<file path="config.mk">
export PLATFORM = sky130hd
export DESIGN_NAME = light_gate_speed_timer_top
export DESIGN_NICKNAME = d
export VERILOG_FILES = /design/src/rtl/lgst_pkg.sv /design/src/rtl/lgst_ctrl.sv /design/src/rtl/lgst_dp.sv /design/src/rtl/light_gate_speed_timer_top.sv
export SDC_FILE = /design/constraint.sdc
export NUM_CORES = 1
export LEC_CHECK = 0
export BUFFER_PORTS_ARGS = -buffer_cell sky130_fd_sc_hd__buf_2
export CORE_MARGIN = 2
export CORE_UTILIZATION = 58
export CTS_BUF_LIST = sky130_fd_sc_hd__clkbuf_4
export DETAILED_ROUTE_END_ITERATION = 6
export GPL_TIMING_DRIVEN = 0
export PLACE_DENSITY_LB_ADDON = 0.08
export SLEW_MARGIN = 20
export SYNTH_ARGS = -nofsm -noshare
export SYNTH_HDL_FRONTEND = slang
export SYNTH_SLANG_ARGS = --single-unit
</file>
<file path="constraint.sdc">
create_clock -name clk -period 10.01 [get_ports clk]
set_input_delay 0.5005 -clock clk [delete_from_list [all_inputs] [get_ports clk]]
set_output_delay 0.5005 -clock clk [all_outputs]
set_load 0.005 [all_outputs]
</file>
<file path="src/rtl/lgst_pkg.sv">
// lgst_pkg: shared types, codes and constants of the light-gate speed timer
// used by lgst_ctrl, lgst_dp and light_gate_speed_timer_top; no dependencies
`timescale 1ns / 1ps
`default_nettype none

package lgst_pkg;

	localparam int TIME_BITS_DEF = 32;
	localparam int NOW_W         = 32;
	localparam int CFG_W         = 16;
	localparam int CFG_IDX_W     = 3;
	localparam int ELAPSED_W     = 16;
	localparam int SPEED_W       = 24;
	localparam int STATUS_W      = 2;
	localparam int EVENT_W       = 3;
	localparam int OUT_W         = 48;
	// distance_mm * 360 fits in 25 bits
	localparam int DIVIDEND_W    = 25;
	localparam int DIV_STEPS     = DIVIDEND_W;
	localparam int DIV_CNT_W     = $clog2(DIV_STEPS);

	localparam logic [CFG_W-1:0] LOCKOUT_RST  = 16'd300;
	localparam logic [CFG_W-1:0] TIMEOUT_RST  = 16'd10000;
	localparam logic [CFG_W-1:0] MIN_TIME_RST = 16'd50;
	localparam logic [CFG_W-1:0] DISTANCE_RST = 16'd1000;

	typedef enum logic [CFG_IDX_W-1:0] {
		REG_ENERGY_MODE = 3'd0,
		REG_LOCKOUT     = 3'd1,
		REG_TIMEOUT     = 3'd2,
		REG_MIN_TIME    = 3'd3,
		REG_DISTANCE    = 3'd4
	} reg_idx_t;

	typedef enum logic [STATUS_W-1:0] {
		ST_WAITING = 2'd0,
		ST_TIMING  = 2'd1,
		ST_RESULT  = 2'd2
	} status_t;

	typedef enum logic [EVENT_W-1:0] {
		EV_NONE    = 3'd0,
		EV_START   = 3'd1,
		EV_STOP    = 3'd2,
		EV_SHORT   = 3'd3,
		EV_TIMEOUT = 3'd4,
		EV_LOCKED  = 3'd5
	} event_t;

	// controller to datapath
	typedef struct packed {
		logic capture;
		logic eval;
		logic div_step;
		logic load_out;
	} dp_cmd_t;

	// datapath to controller
	typedef struct packed {
		logic need_div;
		logic div_last;
	} dp_stat_t;

endpackage

`default_nettype wire

</file>
<file path="src/rtl/lgst_ctrl.sv">
// lgst_ctrl: sequencing state machine of the light-gate speed timer
// depends on lgst_pkg for the command and status structs
`timescale 1ns / 1ps
`default_nettype none

module lgst_ctrl (
	input  wire                clk,
	input  wire                arst_n,
	input  wire                s_tvalid,
	output logic               s_tready,
	output logic               m_tvalid,
	input  wire                m_tready,
	input  lgst_pkg::dp_stat_t stat,
	output lgst_pkg::dp_cmd_t  cmd
);

	typedef enum logic [1:0] {
		S_IDLE,
		S_EVAL,
		S_DIV,
		S_DONE
	} state_t;

	state_t state_q;
	logic   s_tready_q;
	logic   m_tvalid_q;
	logic   out_free;

	assign s_tready = s_tready_q;
	assign m_tvalid = m_tvalid_q;
	assign out_free = !m_tvalid_q || m_tready;

	always_comb begin
		cmd          = '0;
		cmd.capture  = (state_q == S_IDLE) && s_tvalid && s_tready_q;
		cmd.eval     = (state_q == S_EVAL);
		cmd.div_step = (state_q == S_DIV);
		cmd.load_out = (state_q == S_DONE) && out_free;
	end

	always_ff @(posedge clk or negedge arst_n) begin
		if (!arst_n) begin
			state_q    <= S_IDLE;
			s_tready_q <= 1'b1;
			m_tvalid_q <= 1'b0;
		end else begin
			// a new result beat replaces the one taken in the same cycle
			if (cmd.load_out) begin
				m_tvalid_q <= 1'b1;
			end else if (m_tvalid_q && m_tready) begin
				m_tvalid_q <= 1'b0;
			end
			unique case (state_q)
				S_IDLE: begin
					if (s_tvalid && s_tready_q) begin
						s_tready_q <= 1'b0;
						state_q    <= S_EVAL;
					end
				end
				S_EVAL: begin
					state_q <= stat.need_div ? S_DIV : S_DONE;
				end
				S_DIV: begin
					if (stat.div_last) begin
						state_q <= S_DONE;
					end
				end
				S_DONE: begin
					if (out_free) begin
						s_tready_q <= 1'b1;
						state_q    <= S_IDLE;
					end
				end
				default: state_q <= S_IDLE;
			endcase
		end
	end

endmodule

`default_nettype wire

</file>
<file path="src/rtl/lgst_dp.sv">
// lgst_dp: registers, timing state, decision logic and serial speed divider
// depends on lgst_pkg; driven by lgst_ctrl commands
`timescale 1ns / 1ps
`default_nettype none

module lgst_dp #(
	parameter int TIME_BITS = lgst_pkg::TIME_BITS_DEF
) (
	input  wire                                 clk,
	input  wire                                 arst_n,
	input  wire                                 cfg_we,
	input  wire  [lgst_pkg::CFG_IDX_W-1:0]      cfg_index,
	input  wire  [lgst_pkg::CFG_W-1:0]          cfg_wdata,
	input  wire                                 in_command,
	input  wire  [lgst_pkg::NOW_W-1:0]          in_now,
	input  lgst_pkg::dp_cmd_t                   cmd,
	output lgst_pkg::dp_stat_t                  stat,
	output logic [lgst_pkg::OUT_W-1:0]          out_data
);

	localparam int EW = lgst_pkg::ELAPSED_W;
	localparam int DW = lgst_pkg::DIVIDEND_W;

	// configuration
	logic                      energy_q;
	logic [lgst_pkg::CFG_W-1:0] lockout_q, timeout_q, min_time_q, distance_q;

	// timing state
	logic                 timing_q;
	logic [TIME_BITS-1:0] start_q;
	logic [TIME_BITS-1:0] last_q;

	// captured beat
	logic                       command_q;
	logic [lgst_pkg::NOW_W-1:0] now_q;

	// result fields
	lgst_pkg::status_t res_status_q;
	lgst_pkg::event_t  res_event_q;
	logic [EW-1:0]     res_elapsed_q;
	logic              res_div_q;

	// divider
	logic [DW-1:0]          quo_q;
	logic [EW:0]            rem_q;
	logic [EW-1:0]          den_q;
	logic [lgst_pkg::DIV_CNT_W-1:0] cnt_q;
	logic [EW:0]            trial;
	logic                   trial_ok;

	logic [TIME_BITS+lgst_pkg::NOW_W-1:0] now_ext;
	logic [TIME_BITS-1:0]    now_t;
	logic [TIME_BITS-1:0]    d_start, d_last;
	logic [TIME_BITS+EW-1:0] d_start_ext;
	logic [EW-1:0]           el;
	logic                    locked;

	lgst_pkg::status_t nx_status;
	lgst_pkg::event_t  nx_event;
	logic [EW-1:0]     nx_elapsed;
	logic              nx_div, nx_timing, upd_start, upd_last;
	logic [DW-1:0]     dividend;
	logic [lgst_pkg::SPEED_W-1:0] speed;

	assign now_ext     = {{TIME_BITS{1'b0}}, now_q};
	assign now_t       = now_ext[TIME_BITS-1:0];
	assign d_start     = now_t - start_q;
	assign d_last      = now_t - last_q;
	assign d_start_ext = {{EW{1'b0}}, d_start};
	assign el          = !timing_q ? '0 :
	                     (|d_start_ext[TIME_BITS+EW-1:EW]) ? {EW{1'b1}} : d_start[EW-1:0];
	assign locked      = (d_last <= TIME_BITS'(lockout_q));

	// distance * 360 as shifted adds
	assign dividend = (DW'(distance_q) << 8) + (DW'(distance_q) << 6)
	                + (DW'(distance_q) << 5) + (DW'(distance_q) << 3);

	always_comb begin
		nx_status  = lgst_pkg::ST_WAITING;
		nx_event   = lgst_pkg::EV_NONE;
		nx_elapsed = '0;
		nx_div     = 1'b0;
		nx_timing  = timing_q;
		upd_start  = 1'b0;
		upd_last   = 1'b0;
		if (command_q) begin
			if (locked) begin
				nx_status  = timing_q ? lgst_pkg::ST_TIMING : lgst_pkg::ST_WAITING;
				nx_event   = lgst_pkg::EV_LOCKED;
				nx_elapsed = el;
			end else begin
				upd_last = 1'b1;
				if (energy_q) begin
					nx_timing = 1'b0;
					nx_status = lgst_pkg::ST_RESULT;
					nx_event  = lgst_pkg::EV_STOP;
				end else if (!timing_q) begin
					nx_timing = 1'b1;
					upd_start = 1'b1;
					nx_status = lgst_pkg::ST_TIMING;
					nx_event  = lgst_pkg::EV_START;
				end else begin
					nx_timing  = 1'b0;
					nx_elapsed = el;
					if (el > min_time_q) begin
						nx_status = lgst_pkg::ST_RESULT;
						nx_event  = lgst_pkg::EV_STOP;
						nx_div    = 1'b1;
					end else begin
						nx_event  = lgst_pkg::EV_SHORT;
					end
				end
			end
		end else if (energy_q) begin
			if (timing_q) begin
				nx_timing = 1'b0;
				nx_status = lgst_pkg::ST_RESULT;
				nx_event  = lgst_pkg::EV_STOP;
			end
		end else if (timing_q) begin
			nx_elapsed = el;
			if (el > timeout_q) begin
				nx_timing = 1'b0;
				nx_event  = lgst_pkg::EV_TIMEOUT;
			end else begin
				nx_status = lgst_pkg::ST_TIMING;
			end
		end
	end

	assign stat.need_div = nx_div;
	assign stat.div_last = (cnt_q == '0);

	assign trial    = {rem_q[EW-1:0], quo_q[DW-1]} - {1'b0, den_q};
	assign trial_ok = ({rem_q[EW-1:0], quo_q[DW-1]} >= {1'b0, den_q});

	assign speed = (|quo_q[DW-1:lgst_pkg::SPEED_W]) ? {lgst_pkg::SPEED_W{1'b1}}
	             : quo_q[lgst_pkg::SPEED_W-1:0];

	always_ff @(posedge clk or negedge arst_n) begin
		if (!arst_n) begin
			energy_q   <= 1'b0;
			lockout_q  <= lgst_pkg::LOCKOUT_RST;
			timeout_q  <= lgst_pkg::TIMEOUT_RST;
			min_time_q <= lgst_pkg::MIN_TIME_RST;
			distance_q <= lgst_pkg::DISTANCE_RST;
			timing_q   <= 1'b0;
			start_q    <= '0;
			last_q     <= '0;
		end else begin
			if (cfg_we) begin
				unique case (cfg_index)
					lgst_pkg::REG_ENERGY_MODE: energy_q   <= cfg_wdata[0];
					lgst_pkg::REG_LOCKOUT:     lockout_q  <= cfg_wdata;
					lgst_pkg::REG_TIMEOUT:     timeout_q  <= cfg_wdata;
					lgst_pkg::REG_MIN_TIME:    min_time_q <= cfg_wdata;
					lgst_pkg::REG_DISTANCE:    distance_q <= cfg_wdata;
					default: ;
				endcase
			end
			if (cmd.eval) begin
				timing_q <= nx_timing;
				if (upd_start) begin
					start_q <= now_t;
				end
				if (upd_last) begin
					last_q <= now_t;
				end
			end
		end
	end

	always_ff @(posedge clk) begin
		if (cmd.capture) begin
			command_q <= in_command;
			now_q     <= in_now;
		end
		if (cmd.eval) begin
			res_status_q  <= nx_status;
			res_event_q   <= nx_event;
			res_elapsed_q <= nx_elapsed;
			res_div_q     <= nx_div;
			quo_q         <= dividend;
			rem_q         <= '0;
			den_q         <= el;
			cnt_q         <= lgst_pkg::DIV_CNT_W'(lgst_pkg::DIV_STEPS - 1);
		end else if (cmd.div_step) begin
			quo_q <= {quo_q[DW-2:0], trial_ok};
			rem_q <= trial_ok ? trial : {rem_q[EW-1:0], quo_q[DW-1]};
			cnt_q <= cnt_q - 1'b1;
		end
		if (cmd.load_out) begin
			out_data <= {3'b000, (res_div_q ? speed : {lgst_pkg::SPEED_W{1'b0}}),
			             res_elapsed_q, res_event_q, res_status_q};
		end
	end

endmodule

`default_nettype wire

</file>
<file path="src/rtl/light_gate_speed_timer_top.sv">
// light_gate_speed_timer_top: top level of the light-gate speed timer
// instantiates lgst_ctrl and lgst_dp; types and constants from lgst_pkg
//
// usage
//  - input beats: s_tuser is the command (0 poll, 1 sensor rising edge),
//    s_tdata the 32-bit millisecond timestamp of the beat
//  - every input beat yields exactly one output beat on m_tdata
//  - configuration: cfg_we writes cfg_wdata into register cfg_index
//    (0 energy mode, 1 lockout, 2 timeout, 3 min time, 4 distance);
//    write only while the block is idle, unknown indexes are ignored
//  - each beat is captured, evaluated and loaded into the output register; a valid
//    stop edge also runs the 25-step serial speed divider before the load
//  - s_tready stays low until the result is loaded, so a new beat is not
//    taken before the last one is through; the divider yields one bit per cycle
//  - reset clears the timing state and loads the register defaults;
//    s_tready is high right after reset
//  - when the receiver stalls, the result holds in the output register and
//    the next input beat is still taken; it waits in its final step until
//    the output register frees up
`timescale 1ns / 1ps
`default_nettype none

module light_gate_speed_timer_top #(
	parameter int TIME_BITS = lgst_pkg::TIME_BITS_DEF
) (
	input  wire                            clk,
	input  wire                            arst_n,
	// configuration write port
	input  wire                            cfg_we,
	input  wire  [lgst_pkg::CFG_IDX_W-1:0] cfg_index,
	input  wire  [lgst_pkg::CFG_W-1:0]     cfg_wdata,
	// input stream
	input  wire                            s_tvalid,
	output logic                           s_tready,
	input  wire  [lgst_pkg::NOW_W-1:0]     s_tdata,  // [31:0] now_ms
	input  wire                            s_tuser,  // [0] command
	// result stream
	output logic                           m_tvalid,
	input  wire                            m_tready,
	// [1:0] status, [4:2] event_res, [20:5] elapsed_ms,
	// [44:21] speed_centi_kmh, [47:45] zero
	output logic [lgst_pkg::OUT_W-1:0]     m_tdata
);

	lgst_pkg::dp_cmd_t  cmd;
	lgst_pkg::dp_stat_t stat;

	// sequencer: handshakes and step order
	lgst_ctrl u_ctrl (
		.clk      (clk),
		.arst_n   (arst_n),
		.s_tvalid (s_tvalid),
		.s_tready (s_tready),
		.m_tvalid (m_tvalid),
		.m_tready (m_tready),
		.stat     (stat),
		.cmd      (cmd)
	);

	// registers, timing state, decisions and speed divider
	lgst_dp #(
		.TIME_BITS (TIME_BITS)
	) u_dp (
		.clk        (clk),
		.arst_n     (arst_n),
		.cfg_we     (cfg_we),
		.cfg_index  (cfg_index),
		.cfg_wdata  (cfg_wdata),
		.in_command (s_tuser),
		.in_now     (s_tdata),
		.cmd        (cmd),
		.stat       (stat),
		.out_data   (m_tdata)
	);

endmodule

`default_nettype wire

</file>
* Yosys cells after proc, flatten, opt, wreduce, memory -nomap -nowiden *
Cells that the tools add are included.

operators by class
  $add $sub $neg = 7
  $lt $le $gt $ge = 4
  eq/ne operators = 11
  muxes and demuxes = 55
  reduce and logical (&&, ||, !) cells = 24

operator list
  kind                   number
  $mux W16               7
  $sub A32 B32 Y32       2
  $mux W25               2
  $gt A16 B16 Y1         2
  $le A32 B16 Y1         1
  $add A24 B22 Y25       1
  $add A25 B19 Y25       1
  $add A25 B21 Y25       1
  $mux W1                24
  $mux W2                12
  $mux W24               1
  $mux W3                7
  $ge A17 B16 Y1         1
  $reduce_and A2 Y1      8
  $reduce_or A16 Y1      1
  $sub A16 B16 Y16       1
  $pmux W2 S4            1
  $eq A3 B2 Y1 const B   2
  $reduce_and A3 Y1      2
  $reduce_bool A2 Y1     3
  $logic_and A1 B1 Y1    5
  $logic_not A5 Y1       1
  $sub A5 B1 Y5 const B  1
  $eq A2 B2 Y1 const B   2
  other kinds (10)       12

storage, ports and cells
  flip-flop bits (word level) = 296
  bits of input ports = 57
  word-level logic and storage cells = 124

* Depth between registers and ports, before layout *
  depth after elaboration = 12
  depth in mapped cells = 27

* Modules after synthesis *
From an unflattened synthesis, not the netlist that was laid out.

unflattened totals
  cell total of the unflattened synthesis = 1686
  area, all modules = 18173.7 µm²

by module, submodules not included
  module     times used  cells each  area an instance (µm²)  seq. area each (µm²)
  lgst_dp    1           1656        17874.6                 7930.1
  lgst_ctrl  1           30          299.0                   101.3

* Worst setup path before layout *
No wires, ideal clock.

  path kind = register to register
  from = register u_dp.now_q[21] (netlist bit)
  to = register u_ctrl.state_q[0]
  library setup time = 0.138 ns
  arrival = 5.144 ns
  required time = 9.872 ns
  slack = 4.728 ns
  cell stages (with the launch flop) = 24
  path buffers = 1
  clock period less this slack = 5.282 ns
  path through = edfxtp_1 -> ha_1 -> a21oi_2 -> o22ai_1 -> or4_1 -> or4_1 -> a2111oi_2 -> nand4_1 -> or4_4 -> buf_2 -> nor2_1 -> nor2_1 -> ha_1 -> nand3_1 -> o22ai_1 -> o21a_1 -> o21a_1 -> o21ai_0 -> nand2b_1 -> a21oi_1 -> o221ai_1 -> o311ai_0 -> nor4b_1 -> o311ai_2

on the way
  cells in the longest elaborated chain, start to end = 12

RTL lines
  what                      RTL line         source
  start: declaration        lgst_dp.sv:35    logic [lgst_pkg::NOW_W-1:0] now_q;
  start signal: assignment  lgst_dp.sv:176   now_q <= in_now;
  $sub A32 B32 Y32          lgst_dp.sv:67    assign d_start = now_t - start_q;
  $reduce_or A16 Y1         lgst_dp.sv:71    (|d_start_ext[TIME_BITS+EW-1:EW]) ? {EW{1'b1}} : d_start[EW-1:0];
  $mux W16                  lgst_dp.sv:71
  $mux W16                  lgst_dp.sv:70    assign el = !timing_q ? '0 :
  via u_dp.el[3]            lgst_dp.sv:55    logic [EW-1:0] el;
  $gt A16 B16 Y1            lgst_dp.sv:105   if (el > min_time_q) begin
  $mux W1                   lgst_dp.sv:105
  $mux W1                   lgst_dp.sv:97    end else if (!timing_q) begin
  $mux W1                   lgst_dp.sv:93    if (energy_q) begin
  $mux W1                   lgst_dp.sv:87    if (locked) begin
  $mux W1                   lgst_dp.sv:86    if (command_q) begin
  via u_dp.nx_div           lgst_dp.sv:61    logic nx_div, nx_timing, upd_start, upd_last;
  $mux W1                   lgst_ctrl.sv:61  state_q <= stat.need_div ? S_DIV : S_DONE;
  $pmux W2 S4               lgst_ctrl.sv:53  unique case (state_q)
  end signal: assignment    lgst_ctrl.sv:61
  end: declaration          lgst_ctrl.sv:24  state_t state_q;

The timed path passes the listed nets, and every way through them passes these cells.
A chain may end at the register's enable or synchronous reset.

* Final worst setup path *
  from = register u_dp.now_q[0] (netlist bit)
  to = register u_dp.res_div_q (data pin)

on the way
  cells in the longest elaborated chain, start to end = 10

RTL lines
  what                    RTL line        source
  $sub A32 B32 Y32 *      lgst_dp.sv:67
  $reduce_or A16 Y1       lgst_dp.sv:71
  $mux W16 *              lgst_dp.sv:71
  $mux W16 *              lgst_dp.sv:70
  via u_dp.el[3]          lgst_dp.sv:55
  $gt A16 B16 Y1 *        lgst_dp.sv:105
  $mux W1 *               lgst_dp.sv:105
  $mux W1 *               lgst_dp.sv:97
  $mux W1 *               lgst_dp.sv:93
  $mux W1 *               lgst_dp.sv:87
  $mux W1 *               lgst_dp.sv:86
  via u_dp.nx_div         lgst_dp.sv:61
  end signal: assignment  lgst_dp.sv:182  res_div_q <= nx_div;
  end: declaration        lgst_dp.sv:41   logic res_div_q;

Mark *: on every way through the listed nets, which the timed path passes. The rest lies on a longest branch.

==> flow_summary.ini <==
[global_routing]
grt_pass1_wl_mm = 69.8
gr-total-overflow = 0
antenna_found_initial = 1
grt_start_max_net_pins = 93
grt_usage = 0.267
grt_pass1_vias = 13859

[die]
core_sq_mm = 0.0307
die-width_microns = 181
start_util = 0.591
placementRows = 64
dieArea_sq_mm = 0.0327
ioPinCount = 107
die_h_microns = 181

[place]
port_buffers = 103
placedCellCount = 2242
dp_hpwl_mm = 32.5
gp_congestion = 0.897

[synth]
synth_async_sr_flop_share = 0.453
ys.flop_type = edfxtp_1
synth-xor-area-share = 0.0324
netlist_instances = 1737
ys_ff_latch = 296
yosys-top-cells-count = inv_1 (175), ha_1 (157), edfxtp_1 (141)
synth-compound-area-share = 0.156
seq_area_frac_synth = 0.443
postSynthAreaPerCell_sq_um = 10.4
yosysMostFrequentCell = inv_1
synth_warnings = 0
synth_fa_ha_area_frac = 0.142
synth.area.top_cells = edfxtp_1 (23%), dfrtp_1 (16%), ha_1 (11%), inv_1 (3.6%), fa_1 (3.3%)
synthMuxAreaShare = 0.0589
synthSimpleGateAreaFrac = 0.114
synth_area_sq_mm = 0.0181
netlist-cell-type-count = 95
synth_top_family_by_area = compound AO/OA/AOI/OAI gates
synth_top_area_cell = edfxtp_1
synth_edf_count = 141
synth_top_area_share = 0.234

[worst_setup_path]
reg2reg_from = u_dp.now_q[0]
critPathArrivalTime_ns = 7.24
cp.required_ns = 10.42
cpPeakStageDelay_ns = 0.69
cp-end-kind = flop
cp_common_cell = nor2_1
cp.buffers_inverters = 2
worst_path_max_delay_cell = nor4b_1
start_kind = flop
cp_max_fo = 10
cpLargestDelayFamily = simple AND/OR/NAND/NOR gates
crit_type = flop to flop
critPathLaunch = u_dp.now_q[0]

[timing]
setup_viol = 0
finClkSkew_ns = 0.0475
worstMarginPinSlew_ns = 0.987
tns_ns = 0
max_freq_ghz = 0.147
hold_slack_ns = 0.0622
grt_setup_unrepaired = no
post-route-period-util = 0.682
layout_min_cycle_time_ns = 6.82
slew_violations = 0
finalHoldViolCount = 0
slew_headroom = 0.342

[flow_run]
maxCapViolations = 0

[routing]
wl_per_cell_microns = 17.7
drtAntennaViolNets = 0
drtPass1Iterations = 7
vias = 13759
drtIter0Drc = 839
drc = 0
via_per_inst = 5.67
finalWirelength_mm = 43.0

[clock_tree]
cts_max_path_buffers = 3
cts_tree = built
cts.reportedPaths.clkPinSlew_ns = 0.06
cts_sinks = 296
clk_latency_ns = 0.73
cts_root_buf = clkbuf_4
numCtsBuffers = 81
cts.htree.levels = 3
cts_resized = 0

[power]
power.density_mw_per_mm2 = 346
power.leakage_nw = 9.07
vdd_drop_max_mv = 0.174

[cells_and_area]
layout.cells.non_filler = 2427
drive_gt1_frac = 0.186
multi_input_area_sq_mm = 0.00914
final-seq-area_sq_mm = 0.00803
fillers = 2471
nets = 2208
area_growth_pct = 14.0

[worst_hold_path]
min_from = cfg_wdata[8]
min-delay-path-class = primary input to flop

[outcome]
run_status = finished, final reports clean
## cell families after synthesis
logic type,after synthesis
xor gates and xnor gates,67
and+or+nand+nor,419
other,1
DFF,296
AOI/OAI and AO/OA,436
muxes,96
adders and majority gates,187
buffers and inverters,235
## where the power goes
part | internal (mW) | total, mW | switching [mW]
registers | 1.87 | 2.11 | 0.243
logic | 1.68 | 3.94 | 2.25
clock network | 0.585 | 1.10 | 0.514
## cells in the final DEF, fill, tap and decap left out, types with 32 or more instances in the layout
cell type,n
nand2_1,135
mux2_1,33
xnor2_1,46
clkbuf_1,32
edfxtp_1,141
nor2_1,109
o21a_1,43
inv_1,175
a21oi_1,110
clkbuf_4,122
buf_2,114
o21ai_0,86
ha_1,156
mux2_2,52
dfrtp_1,115
dlygate4sd3_1,35
## layout make-up
cell class | instances | share of cell area
plain buffers | 60 | 0.0148
repair buffers | 142 | 0.0470
multi-input cells | 1208 | 0.442
inverters | 175 | 0.0318
flip-flops and latches | 296 | 0.389
well taps | 396 | 0.0240
diodes | 1 | 0.000121
clock buffers | 122 | 0.0443
clock inverters | 27 | 0.00678
## worst reg2reg max path, cell delays in order, from the launching register on
cell	delay (ns)
edfxtp_1	0.48
inv_1	0.16
ha_1	0.27
fa_1	0.40
nand2b_1	0.20
a21oi_1	0.34
o21bai_1	0.20
a211oi_1	0.34
nor2_1	0.10
nand3b_1	0.18
a2111oi_2	0.29
nand4_1	0.20
or4_4	0.55
buf_2	0.20
nor2_1	0.17
nor2_1	0.14
ha_1	0.34
nand3_1	0.08
o22ai_1	0.19
o21a_1	0.14
o21a_1	0.10
o21ai_0	0.06
nand2b_1	0.07
a21oi_1	0.08
o221ai_1	0.25
o311ai_0	0.31
nor4b_1	0.69
## path summary, 6_finish.rpt
check	to	slack, ns	cells after the start
max	u_dp.res_div_q	3.19	26
min	u_dp.lockout_q[8]	0.06	3
max reg2reg	u_dp.res_div_q	3.19	26
min reg2reg	u_dp.out_data[19]	0.42	0
max in group asynchronous	u_dp.last_q[16]	8.93	3
min in group asynchronous	u_dp.start_q[27]	0.24	2
## metal layers
metal,GRT usage,part of all wire,vias up
met5,0,0,-
met4,0.120,0.040,0
met3,0.0437,0.043,113
met2,0.464,0.50,379
met1,0.328,0.42,6545
li1,-,-,6722
## repair_timing
| action | 4_1_cts | 5_1_grt |
|---|---|---|
| hold endpoints to repair | 76 | 0 |
| buffers inserted | 0 | 0 |
| endpoints found under the setup margin | 0 | 0 |
| hold buffers | 35 | 0 |
## metrics by stage
step	utilization	cell area, sq um	power, mW	setup WS (ns)
6_report	0.674	20700	7.15	3.19
5_1_grt	0.674	20700	7.81	2.66
4_1_cts	0.673	20700	7.17	3.19
3_5_place_dp	0.628	19200	6.02	3.24
3_3_place_gp	0.624	19100	5.88	3.40
2_1_floorplan	-	18100	5.07	4.73
## registers in the layout, summed over array words and instances, names as in the netlist, 25 cells and up
name and cells:
u_dp.last_q 32, u_dp.now_q 32, u_dp.out_data 45, u_dp.quo_q 25, u_dp.start_q 32
No activity file was read; power rests on OpenSTA's default activity.
